==> src/rtl/core/cpf_pkg.sv <==
// Shared types, constants and the CRC byte update for the command packet framer.
package cpf_pkg;

  // Frame constants
  localparam logic [15:0] CRC_POLY  = 16'h1021;
  localparam logic [7:0]  SYNC_LO   = 8'h55;
  localparam logic [7:0]  SYNC_HI   = 8'h66;
  localparam logic [7:0]  CTRL_BYTE = 8'h01;
  localparam int unsigned HDR_LEN   = 8;
  localparam int unsigned NUM_CELLS = 11;   // header + data byte + two CRC bytes
  localparam int unsigned POS_W     = 4;    // holds 0..NUM_CELLS

  // What a byte slot carries when it reaches the head of the chain
  typedef enum logic [1:0] {
    SK_DATA,    // byte goes out as is and is folded into the CRC
    SK_CRC_LO,  // replaced by the low CRC byte
    SK_CRC_HI   // replaced by the high CRC byte, ends the packet
  } slot_kind_t;

  // One byte slot of the output chain
  typedef struct packed {
    logic       valid;
    slot_kind_t kind;
    logic       restart;     // first header byte: CRC starts over from zero
    logic [7:0] data;
    logic       run_end;
    logic       packet_end;
  } cpf_slot_t;

  // CRC-16, polynomial 0x1021, MSB first, one byte
  function automatic logic [15:0] crc_feed(input logic [15:0] crc, input logic [7:0] b);
    logic [15:0] c;
    c = crc ^ {b, 8'h00};
    for (int k = 0; k < 8; k++) begin
      if (c[15]) begin
        c = {c[14:0], 1'b0} ^ CRC_POLY;
      end else begin
        c = {c[14:0], 1'b0};
      end
    end
    return c;
  endfunction

endpackage

==> src/rtl/core/command_packet_framer_crc16_core.sv <==
// Top level of the command packet framer: input hold stage, byte slot chain, CRC at the head.
//
//  channel | dir | tdata                                   | tuser               | tlast
//  in_     | in  | cmd_id[7:0] payload_len[23:8] data[31:24] | first[0] has_data[1] | last
//  out_    | out | out_byte[7:0]                           | packet_end          | run_end
//
// An accepted item is unpacked into up to 11 byte slots (one for its data byte, 8 more for
// a header, 2 more for the CRC) in a chain of cells that shifts one byte to the output
// per cycle while out_tready is high; the chain's single output port sets that rate.
// The CRC is folded in as each byte leaves the head. A one-item hold stage takes a new
// item while the chain is still draining.
// Reset (rst_n low, synchronous) clears CRC, sequence number, open flag and all valids.
// A stall on out_tready freezes the chain; the hold stage then fills and in_tready drops.
module command_packet_framer_crc16_core (
  input  logic        clk,
  input  logic        rst_n,
  input  logic        in_tvalid,
  output logic        in_tready,
  input  logic [31:0] in_tdata,   // cmd_id[7:0], payload_len[23:8], data_byte[31:24]
  input  logic [1:0]  in_tuser,   // first[0], has_data[1]
  input  logic        in_tlast,
  output logic        out_tvalid,
  input  logic        out_tready,
  output logic [7:0]  out_tdata,  // out_byte[7:0]
  output logic        out_tuser,  // packet_end[0]
  output logic        out_tlast
);
  import cpf_pkg::*;

  // Hold stage
  logic        hold_v_r, hold_v_nxt;
  logic        hold_first_r, hold_has_r, hold_last_r;
  logic [7:0]  hold_cmd_r, hold_data_r;
  logic [15:0] hold_len_r;

  // Packet state
  logic        open_r, open_nxt;
  logic [15:0] seq_r, seq_nxt;
  logic [15:0] crc_r, crc_nxt;

  // Chain
  cpf_slot_t   load_slot [NUM_CELLS];
  cpf_slot_t   cell_q    [NUM_CELLS];
  logic        chain_free, act, load_chain, head_fire, in_fire;
  logic        open_eff, has_eff, last_eff;
  logic [POS_W-1:0] hdr_len, crc_pos, n_bytes;
  cpf_slot_t   head;

  assign head       = cell_q[0];
  assign head_fire  = head.valid && out_tready;
  assign chain_free = !cell_q[1].valid && (!head.valid || out_tready);
  assign act        = hold_v_r && chain_free;
  assign in_tready  = !hold_v_r || chain_free;
  assign in_fire    = in_tvalid && in_tready;

  // Item decode
  assign open_eff   = hold_first_r || open_r;
  assign has_eff    = open_eff && hold_has_r;
  assign last_eff   = open_eff && hold_last_r;
  assign hdr_len    = hold_first_r ? POS_W'(HDR_LEN) : '0;
  assign crc_pos    = hdr_len + {{(POS_W-1){1'b0}}, has_eff};
  assign n_bytes    = crc_pos + (last_eff ? POS_W'(2) : '0);
  assign load_chain = act && (n_bytes != '0);

  function automatic logic [7:0] hdr_byte(input logic [2:0] idx, input logic [15:0] len,
                                          input logic [15:0] seq, input logic [7:0] cmd);
    logic [7:0] b;
    unique case (idx)
      3'd0:    b = SYNC_LO;
      3'd1:    b = SYNC_HI;
      3'd2:    b = CTRL_BYTE;
      3'd3:    b = len[7:0];
      3'd4:    b = len[15:8];
      3'd5:    b = seq[7:0];
      3'd6:    b = seq[15:8];
      default: b = cmd;
    endcase
    return b;
  endfunction

  // Slot images of the held item, compacted from cell 0 up
  for (genvar i = 0; i < NUM_CELLS; i++) begin : g_build
    localparam logic [POS_W-1:0] POS = POS_W'(i);
    always_comb begin
      load_slot[i]            = '0;
      load_slot[i].valid      = POS < n_bytes;
      load_slot[i].run_end    = POS == (n_bytes - POS_W'(1));
      load_slot[i].kind       = SK_DATA;
      if (hold_first_r && (POS < POS_W'(HDR_LEN))) begin
        load_slot[i].data    = hdr_byte(POS[2:0], hold_len_r, seq_r, hold_cmd_r);
        load_slot[i].restart = (POS == '0);
      end else if (has_eff && (POS == hdr_len)) begin
        load_slot[i].data    = hold_data_r;
      end else if (last_eff && (POS == crc_pos)) begin
        load_slot[i].kind    = SK_CRC_LO;
      end else if (last_eff && (POS == crc_pos + POS_W'(1))) begin
        load_slot[i].kind       = SK_CRC_HI;
        load_slot[i].packet_end = 1'b1;
      end
    end
  end

  // Chain of byte cells, shifting toward the output
  for (genvar i = 0; i < NUM_CELLS; i++) begin : g_cell
    cpf_slot_t nb;
    if (i == NUM_CELLS - 1) begin : g_tail
      assign nb = '0;
    end else begin : g_mid
      assign nb = cell_q[i+1];
    end
    cpf_cell u_cell (
      .clk       (clk),
      .rst_n     (rst_n),
      .load      (load_chain),
      .load_slot (load_slot[i]),
      .shift     (head_fire),
      .next_slot (nb),
      .slot      (cell_q[i])
    );
  end

  // Hold stage next state
  assign hold_v_nxt = in_fire || (hold_v_r && !chain_free);

  always_ff @(posedge clk) begin
    if (!rst_n) begin
      hold_v_r <= 1'b0;
    end else begin
      hold_v_r <= hold_v_nxt;
    end
  end

  always_ff @(posedge clk) begin
    if (in_fire) begin
      hold_first_r <= in_tuser[0];
      hold_has_r   <= in_tuser[1];
      hold_last_r  <= in_tlast;
      hold_cmd_r   <= in_tdata[7:0];
      hold_len_r   <= in_tdata[23:8];
      hold_data_r  <= in_tdata[31:24];
    end
  end

  // Packet open flag and sequence number, updated as items enter the chain
  always_comb begin
    open_nxt = open_r;
    seq_nxt  = seq_r;
    if (act) begin
      if (last_eff) begin
        open_nxt = 1'b0;
        seq_nxt  = seq_r + 16'd1;
      end else if (hold_first_r) begin
        open_nxt = 1'b1;
      end
    end
  end

  // Running CRC, updated as bytes leave the head
  always_comb begin
    crc_nxt = crc_r;
    if (head_fire) begin
      unique case (head.kind)
        SK_DATA:   crc_nxt = crc_feed(head.restart ? 16'h0000 : crc_r, head.data);
        SK_CRC_LO: crc_nxt = crc_r;
        SK_CRC_HI: crc_nxt = '0;
        default:   crc_nxt = crc_r;
      endcase
    end
  end

  always_ff @(posedge clk) begin
    if (!rst_n) begin
      open_r <= 1'b0;
      seq_r  <= '0;
      crc_r  <= '0;
    end else begin
      open_r <= open_nxt;
      seq_r  <= seq_nxt;
      crc_r  <= crc_nxt;
    end
  end

  // Output side
  always_comb begin
    unique case (head.kind)
      SK_CRC_LO: out_tdata = crc_r[7:0];
      SK_CRC_HI: out_tdata = crc_r[15:8];
      default:   out_tdata = head.data;
    endcase
  end

  assign out_tvalid = head.valid;
  assign out_tlast  = head.run_end;
  assign out_tuser  = head.packet_end;

  // Slots stay compacted from the head
  a_compact: assert property (@(posedge clk) disable iff (!rst_n)
    !cell_q[0].valid |-> !cell_q[1].valid)
    else $error("byte chain has a gap at the head");

  // The packet-ending byte is always the last of its item's run
  a_pend_last: assert property (@(posedge clk) disable iff (!rst_n)
    head.valid && head.packet_end |-> head.run_end && (head.kind == SK_CRC_HI))
    else $error("packet end not on final CRC byte");

  // CRC clears once the high CRC byte is transferred
  a_crc_clear: assert property (@(posedge clk) disable iff (!rst_n)
    head_fire && (head.kind == SK_CRC_HI) |=> crc_r == 16'h0000)
    else $error("CRC not cleared after packet end");

endmodule

==> src/rtl/core/cpf_cell.sv <==
// One byte slot of the output chain: loads a new slot or takes its upstream neighbor's.
module cpf_cell (
  input  logic               clk,
  input  logic               rst_n,
  input  logic               load,
  input  cpf_pkg::cpf_slot_t load_slot,
  input  logic               shift,
  input  cpf_pkg::cpf_slot_t next_slot,
  output cpf_pkg::cpf_slot_t slot
);
  import cpf_pkg::*;

  cpf_slot_t slot_r;
  cpf_slot_t slot_nxt;

  // Load wins over shift; the chain is empty behind the head when loading
  always_comb begin
    priority if (load) begin
      slot_nxt = load_slot;
    end else if (shift) begin
      slot_nxt = next_slot;
    end else begin
      slot_nxt = slot_r;
    end
  end

  always_ff @(posedge clk) begin
    if (!rst_n) begin
      slot_r <= '0;
    end else begin
      slot_r <= slot_nxt;
    end
  end

  assign slot = slot_r;

endmodule
==> config.mk <==
export PLATFORM = sky130hd
export DESIGN_NAME = command_packet_framer_crc16_core
export DESIGN_NICKNAME = d
export VERILOG_FILES = /design/src/rtl/core/cpf_pkg.sv /design/src/rtl/core/command_packet_framer_crc16_core.sv /design/src/rtl/core/cpf_cell.sv
export SDC_FILE = /design/constraint.sdc
export NUM_CORES = 1
export LEC_CHECK = 0
export BUFFER_PORTS_ARGS = -buffer_cell sky130_fd_sc_hd__buf_4
export CAP_MARGIN = 10
export CELL_PAD_IN_SITES_DETAIL_PLACEMENT = 0
export CELL_PAD_IN_SITES_GLOBAL_PLACEMENT = 1
export CORE_MARGIN = 10
export CORE_UTILIZATION = 51
export DETAILED_ROUTE_END_ITERATION = 10
export PLACE_DENSITY = 0.84
export SYNTH_ARGS = -nofsm -noshare
export SYNTH_HDL_FRONTEND = slang
export SYNTH_HIERARCHICAL = 1
export SYNTH_SLANG_ARGS = --single-unit
==> constraint.sdc <==
create_clock -name clk -period 4 [get_ports clk]
set_input_delay 0.6 -clock clk [delete_from_list [all_inputs] [get_ports clk]]
set_output_delay 0.6 -clock clk [all_outputs]
set_load 0.02 [all_outputs]
==> results of run 1 <==
==> cells by family (layout without fill, tap and decap cells) <==
kind of cell,Yosys count,after routing
multiplexers,155,155
other,1,76
adder cells (fa/ha/maj),4,4
AO/OA/AOI/OAI,196,196
flip-flops,223,223
buffers and inverters,76,120
AND/OR/NAND/NOR,335,335
XOR/XNOR,39,39
==> registers in the layout, indices dropped and copies added (netlist names) <==
signal,flops
g_cell.u_cell/slot,154
hold_data_r,8
seq_r,16
hold_last_r,1
hold_cmd_r,8
hold_v_r,1
hold_first_r,1
open_r,1
hold_len_r,16
crc_r,16
hold_has_r,1
==> power groups by stage <==
| stage | sequential, uW | combinational, uW | clock (uW) |
|---|---|---|---|
| 2_1_floorplan | 2520 | 550 | 0 |
| 3_3_place_gp | 2550 | 679 | 0 |
| 3_5_place_dp | 2560 | 690 | 0 |
| 4_1_cts | 2510 | 694 | 2340 |
| 5_1_grt | 2520 | 759 | 2430 |
| 6_report | 2510 | 687 | 2280 |
==> final timing paths <==
| path | from | end | depth (start not counted) |
|---|---|---|---|
| worst max-delay path | g_cell[0].u_cell/slot[12] | out_tdata[2] | 5 |
| worst min-delay path | in_tdata[4] | hold_cmd_r[4] | 1 |
| worst max register to register | hold_last_r | g_cell[7].u_cell/slot[9] | 6 |
| worst min register to register | crc_r[14] | crc_r[14] | 2 |
==> metal layers <==
| metal | track usage, % | up-vias |
|---|---|---|
| met5 | 0 | - |
| met4 | 3.93 | 0 |
| met3 | 2.42 | 32 |
| met2 | 26.3 | 104 |
| met1 | 21.4 | 3649 |
| li1 | - | 3798 |
==> through the flow <==
| stage | power, uW | std cells |
|---|---|---|
| 6_report | 5470 | 1433 |
| 5_1_grt | 5710 | 1433 |
| 4_1_cts | 5550 | 1433 |
| 3_5_place_dp | 3250 | 1387 |
| 3_3_place_gp | 3230 | 1387 |
| 2_1_floorplan | 3070 | 1104 |
==> cells in the mapped netlist (4+ instances only) <==
master / n
or2b_1: 44
buf_4: 11
nand2b_1: 115
clkbuf_1: 30
buf_2: 11
nor2_1: 21
edfxtp_1: 35
buf_6: 12
a22oi_1: 12
inv_1: 10
xor2_1: 10
nor2b_1: 16
nor3_1: 8
a21oi_1: 10
and3_1: 19
nor3b_1: 5
o211a_1: 154
ha_1: 4
o21ai_0: 14
xnor2_1: 29
nand3_1: 5
nand2_1: 29
and2_1: 60
mux2_4: 110
dfxtp_1: 188
mux2_2: 44
==> layout make-up <==
class	count	area (sq um)
fillers	1935	9310
multi-input cells	805	6690
flip-flops and latches	223	4810
clock buffers	35	714
repair buffers	64	543
well taps	285	357
clock inverters	11	103
inverters	10	37.5
==> qor.txt, run 1 <==
Outcome: finished clean
Die Wd: 171 microns
Layout cell share with drive strength beyond 1: 22.7%
Switching pwr: 1300 uW
Total setup buffers inserted after CTS: 0
Commonest cells after routing, fill and taps aside: dfxtp_1, o211a_1, nand2b_1, mux2_4, conb_1
Clk buf depth: 3
Overall die area: 29300 sq um
Top-level I/O count: 51
H-tree Lvls: 1
Reg2reg setup slack: 1410 ps
Rows: 55
Flop pwr share: 45.8%
Max_cap viols: 0
Combinational Power Share: 12.6%
Data required time of the worst path: 3400 ps
Post-synth ARST share: 0%
WL met1: 11.2 mm
Slew Limit Fails: 0
Routed wl met2: 10.6 mm
Min cycle time layout: 2650 ps
DRT antenna net count: 0
DP HPWL: 14.3 mm
Gr usage total: 16.0%
Final hold violations: 0
Simple-gate share of the synthesized area: 17.6%
Synth area leaders: dfxtp_1, mux2_4, o211a_1
Commonest non-fill, non-tap cell in the layout: dfxtp_1
DRC: 0
Final Cycle Share: 66.3%
Worst Path Arrival: 2050 ps
Met3 Wirelength: 818 microns
HP Class: in -> reg
RSZ-0062 raised after global routing: false
Int Power: 4170 uW
CP Capture Type: output pin
Hold Slack: 247 ps
CP peak stage delay: 610 ps
Setup Skew: 9.51 ps
Vias in the first global route: 7519
Initial antenna violation count: 0
Hold_buf cts: 0
Post-synthesis adder-cell area fraction: 0.430%
Crit path cell chain: inv_1 > ha_1 > nor2_1 > a21oi_1 > buf_4
Crit-path max FO: 16
Synthesized instance count: 1029
Finished Core Util: 58.7%
P_leak: 0.00688 uW
Final worst slack: 1350 ps
Largest family of logic cells by synthesized area: multiplexers
Post-synth EDFFs: 35
CP top delay family: adder cells
Sink Count: 223
Net Sw Frac: 23.8%
Fin Setup TNS: 0 ps
Post-Synth XOR/XNOR Area: 2.93%
Critical Path Source Type: flip-flop
Pre-CTS WS: 1430 ps
Final Instance Area: 13300 sq um
Clock root buffer master: clkbuf_16
Clock share of power: 41.6%
# resized after CTS: 0
Starting DRT DRC Count: 576
Post-Syn Area: 11600 sq um
Yosys warnings: 6
WS Path Type: reg -> out
Peak supply drop: 0.312 mV
Final net count: 1172
Pin count of the biggest net entering global routing: 94
Worst-Margin Slew: 1010 ps
Total wire length: 23.1 mm
Initial Util: 51.6%
Ant diodes: 0
Cell Pwr Density: 413 nW/um^2
Clk_lat worst skew: 530 ps
GRT overflow: 0
Routability cong.: 0.755
Syn-to-layout area delta: 13.8%
# port buffers: 50
1st-pass router iterations: 5
Worst-path cell with the longest stage delay: ha_1
Post-synthesis mux area share: 18.5%
Clock transition at path regs: 60 ps
First-pass GRT wire length: 38.8 mm
Cell Area, Placed: 12400 sq um
Yosys top cell by area: dfxtp_1
Core ar.: 22600 sq um
Routed vias/inst: 5.29
WL/cell: 16.1 microns
Num CTS Buffers: 25
Yosys cell types: 44
Final setup fails: 0
FMAX: 377 MHz
CTS tree: built
Synthesis-stage register bit count: 223
Vias: 7583
Top cell type's share of synthesized area: 32.3%
Slew margin rel.: 32.0%
Compound-Gate Fraction of Synth Area: 15.4%
Syn Area/Cell: 11.3 sq um
Most used DFF post-synth: dfxtp_1
Die H: 171 microns
DR top layer: met4
Worst path bufs/invs: 2
Register area share after synthesis: 41.3%
Power figures use the tool's default switching activity.
==> inputs of run 2 (changes only) <==
- clock period: 4 -> 2.5 ns (I/O delays scaled with it)
==> qor.txt, run 2 (synthesized netlist as in run 1, its figures left out) <==
Outcome: finished clean
Switching pwr: 2050 uW
Vias: 7536
Clock root buffer master: clkbuf_16
Commonest non-fill, non-tap cell in the layout: dfxtp_1
Cell Pwr Density: 647 nW/um^2
CP peak stage delay: 520 ps
# port buffers: 50
Commonest cells after routing, fill and taps aside: dfxtp_1, o211a_1, nand2b_1, mux2_4, conb_1
DP HPWL: 14.6 mm
Crit path cell chain: inv_1 > ha_2 > nor2_1 > a21oi_1 > buf_4
Worst-path cell with the longest stage delay: ha_2
Clock transition at path regs: 50 ps
Final hold violations: 0
Final Cycle Share: 94.0%
Combinational Power Share: 13.0%
Die H: 171 microns
CTS tree: built
Slew Limit Fails: 0
WL met1: 11.0 mm
Clk_lat worst skew: 510 ps
Final setup fails: 0
Pwr Total: 8630 uW
Vias in the first global route: 7530
Total setup buffers inserted after CTS: 0
Overall die area: 29300 sq um
Setup Skew: 7.25 ps
CP Capture Type: output pin
DR top layer: met4
HP Class: in -> reg
Syn-to-layout area delta: 14.5%
Fin cells: 1438
Rows: 55
Number of flip-flops in the largest register: 154
Routability cong.: 0.787
DRT antenna net count: 0
Finished Core Util: 59.1%
First-pass GRT wire length: 38.2 mm
1st-pass router iterations: 5
Worst path bufs/invs: 2
Die Wd: 171 microns
GRT overflow: 0
Placed Cells: 1394
Worst Path Arrival: 1970 ps
Fin Setup TNS: 0 ps
Pre-CTS WS: 431 ps
Slew margin rel.: 38.3%
Flop pwr share: 46.4%
Met3 Wirelength: 829 microns
Int Power: 6590 uW
Fill cells: 1943
Total wire length: 22.8 mm
Sink Count: 223
Critical Path Source Type: flip-flop
Starting DRT DRC Count: 595
# resized after CTS: 0
Core ar.: 22600 sq um
CP top delay family: adder cells
DRC: 0
Data required time of the worst path: 2120 ps
H-tree Lvls: 1
Final worst slack: 151 ps
Layout cell share with drive strength beyond 1: 23.5%
FMAX: 426 MHz
Clock share of power: 40.6%
Routed vias/inst: 5.24
Worst-Margin Slew: 926 ps
Ant diodes: 0
Clk buf depth: 3
Pin count of the biggest net entering global routing: 104
WL/cell: 15.9 microns
Max_cap viols: 0
Final net count: 1179
Min cycle time layout: 2350 ps
Num CTS Buffers: 25
Peak supply drop: 0.474 mV
Net Sw Frac: 23.7%
Gr usage total: 15.6%
Initial Util: 51.6%
P_leak: 0.00692 uW
Initial antenna violation count: 0
WS Path Type: reg -> out
Hold_buf cts: 0
Crit-path max FO: 16
Top-level I/O count: 51
RSZ-0062 raised after global routing: false
Routed wl met2: 10.5 mm
-- run 2: changes by cell type in the layout (fill, tap and decap cells not counted), sizes merged --
cell    delta
clkbuf     -2
buf        +7
inv        -1
clkinv     +1
-- run 2: cell type report --
type / count / area, sq um / share of cell area, %
timing repair buffer: 71 / 658 / 4.93
clock inverter: 11 / 104 / 0.779
tap: 285 / 357 / 2.67
multi-input combinational: 805 / 6690 / 50.2
sequential: 223 / 4810 / 36.1
inverter: 10 / 37.5 / 0.281
clock buffer: 33 / 676 / 5.07
-- run 2: power groups by stage --
stage	clock network [uW]	registers (uW)	logic (uW)
final	3500	4010	1120
after global routing	3750	4030	1240
after CTS	3610	4010	1130
after detailed placement	0	4090	1130
after global placement	0	4080	1110
after floorplan	0	4030	874
-- run 2: worst paths after layout --
path / from / endpoint / slack, ps / cells after the start
max: g_cell[0].u_cell/slot[12] / out_tdata[2] / 150 / 5
min: in_tdata[23] / hold_len_r[15] / 40 / 1
max reg2reg: hold_last_r / g_cell[9].u_cell/slot[8] / 440 / 6
min reg2reg: crc_r[14] / crc_r[14] / 470 / 2
-- run 2: layer usage --
metal | up-vias | track usage, %
li1 | 3812 | -
met1 | 3596 | 21.1
met2 | 97 | 25.3
met3 | 31 | 2.60
met4 | 0 | 4.20
met5 | - | 0
-- run 2: metrics by stage --
step | hold WS (ps) | cell area [sq um]
4_1_cts | 9.64 | 13300
3_3_place_gp | 457 | 12600
2_1_floorplan | 440 | 11900
6_report | 37.8 | 13300
3_5_place_dp | 466 | 12600
5_1_grt | 12.0 | 13300
-- run 2: worst reg2reg max path, stage by stage, from the launching register on --
cell and delay [ps]:
edfxtp_1 490, or2_2 190, a21o_1 130, and2_4 370
buf_12 370, or2b_1 300, o211a_1 120
==> inputs of run 3 (changes only) <==
- PLACE_DENSITY: 0.84 -> 0.93
==> qor.txt, run 3 (synthesized netlist as in run 1, its figures left out) <==
Clock root buffer master: clkbuf_16
RR Endpoint: crc_r[7]
Commonest cells after routing, fill and taps aside: dfxtp_1, o211a_1, nand2b_1, mux2_4, conb_1
Clk buf depth: 3
Routability cong.: 0.803
Outcome: finished clean
DP HPWL: 15.0 mm
Num CTS Buffers: 25
First-pass GRT wire length: 38.6 mm
RR Startpoint: g_cell[0].u_cell/slot[11]
H-tree Lvls: 1
Routed vias/inst: 5.30
Min cycle time layout: 2300 ps
Reg2reg setup slack: 530 ps
FMAX: 434 MHz
Initial antenna violation count: 0
DRT antenna net count: 0
WS Path Type: reg -> out
WHS Path Cells: 1
Worst-Margin Slew: 873 ps
Initial Util: 51.6%
Worst Hold End: hold_len_r[15]
Die Wd: 171 microns
Final Cycle Share: 92.2%
Rows: 55
Clock transition at path regs: 60 ps
Core ar.: 22600 sq um
Pin count of the biggest net entering global routing: 93
Cell Area, Placed: 12600 sq um
# port buffers: 50
Hold Path Origin: in_tdata[23]
WL/cell: 16.0 microns
Max_cap viols: 0
Crit-path max FO: 12
Ant diodes: 0
Layout cell share with drive strength beyond 1: 23.9%
Fin Setup TNS: 0 ps
Total wire length: 23.2 mm
Critical Path Source Type: flip-flop
Top-level I/O count: 51
Total setup buffers inserted after CTS: 0
DRC: 0
GRT overflow: 0
Overall die area: 29300 sq um
Syn-to-layout area delta: 15.5%
CTS tree: built
Vias in the first global route: 7595
Worst Path Arrival: 1930 ps
CP Capture Type: output pin
P_leak: 0.00698 uW
Setup Skew: 13.2 ps
Final net count: 1186
Slew margin rel.: 41.8%
Slew Limit Fails: 0
Worst reg2reg path depth: 7
1st-pass router iterations: 7
Final hold violations: 0
HP Class: in -> reg
Cell Pwr Density: 652 nW/um^2
Gr usage total: 15.8%
Final setup fails: 0
Commonest non-fill, non-tap cell in the layout: dfxtp_1
RSZ-0062 raised after global routing: false
Data required time of the worst path: 2120 ps
Fill cells: 1890
Finished Core Util: 59.6%
Sink Count: 223
Starting DRT DRC Count: 443
Clk_lat worst skew: 520 ps
Number of flip-flops in the largest register: 154
Final Instance Area: 13500 sq um
Vias: 7673
Die H: 171 microns
Peak supply drop: 0.491 mV
-- run 3: changes by cell type in the layout (fill, tap and decap cells not counted) --
cell and delta:
clkbuf_8 +8, clkinv_2 -4, dlygate4sd3_1 +4, buf_4 +3, bufinv_16 -2, clkbuf_1 -1, clkbuf_16 +1, clkinv_1 -1
inv_6 +1
-- run 3: layer usage --
| metal | vias up | GRT usage [%] | wire (microns) |
|---|---|---|---|
| met4 | 0 | 3.82 | 433 |
| met5 | - | 0 | 0 |
| met2 | 105 | 26.8 | 11300 |
| li1 | 3828 | - | - |
| met3 | 31 | 2.42 | 718 |
| met1 | 3709 | 20.5 | 10700 |
-- run 3: where the power goes --
part / switching (uW) / leakage (uW) / total (uW) / internal (uW)
clock: 1430 / 0.000418 / 3630 / 2200
combinational: 503 / 0.00468 / 1130 / 627
sequential: 139 / 0.00188 / 4010 / 3870
-- run 3: cell type report --
type                       instances  area (sq um)  area share [%]
clock inverter                     5          28.8           0.214
multi-input combinational        805          6690            49.7
clock buffer                      41           807            6.00
timing repair buffer              78           721            5.36
inverter                          10          37.5           0.279
tap                              285           357            2.65
sequential                       223          4810            35.8
-- run 3: metrics by stage --
| stage | setup slack (ps) | total power (uW) | hold slack, ps | cells |
|---|---|---|---|---|
| 6_report | 196 | 8770 | 27.1 | 1447 |
| 5_1_grt | 27.5 | 9130 | 5.11 | 1447 |
| 4_1_cts | 87.5 | 8880 | 0.171 | 1447 |
| 3_5_place_dp | 512 | 5210 | 476 | 1397 |
| 3_3_place_gp | 518 | 5180 | 471 | 1397 |
| 2_1_floorplan | 15.4 | 4910 | 440 | 1104 |
-- run 3: critical path, cell delays in order (launching register included) --
cell	delay, ps
dfxtp_1	330
inv_1	90
ha_1	450
a22oi_1	120
a21oi_1	230
buf_4	180
-- run 3: worst max path at each step --
stage	end	depth (start not counted)	slack (ps)	start
after global placement	seq_r[11]	6	520	out_tready
after detailed placement	hold_cmd_r[1]	4	510	out_tready
after floorplan	hold_cmd_r[0]	3	20	g_cell[0].u_cell/slot[13]
after CTS	out_tdata[2]	5	90	g_cell[0].u_cell/slot[11]
after global routing	out_tdata[3]	5	30	g_cell[0].u_cell/slot[11]
final	out_tdata[2]	5	200	g_cell[0].u_cell/slot[11]
-- run 3: timing repair --
action | in CTS | in global routing
setup endpoints to repair | 0 | 2
hold buffers | 4 | 0
hold endpoints to repair | 4 | 0
resized for setup | 0 | 1
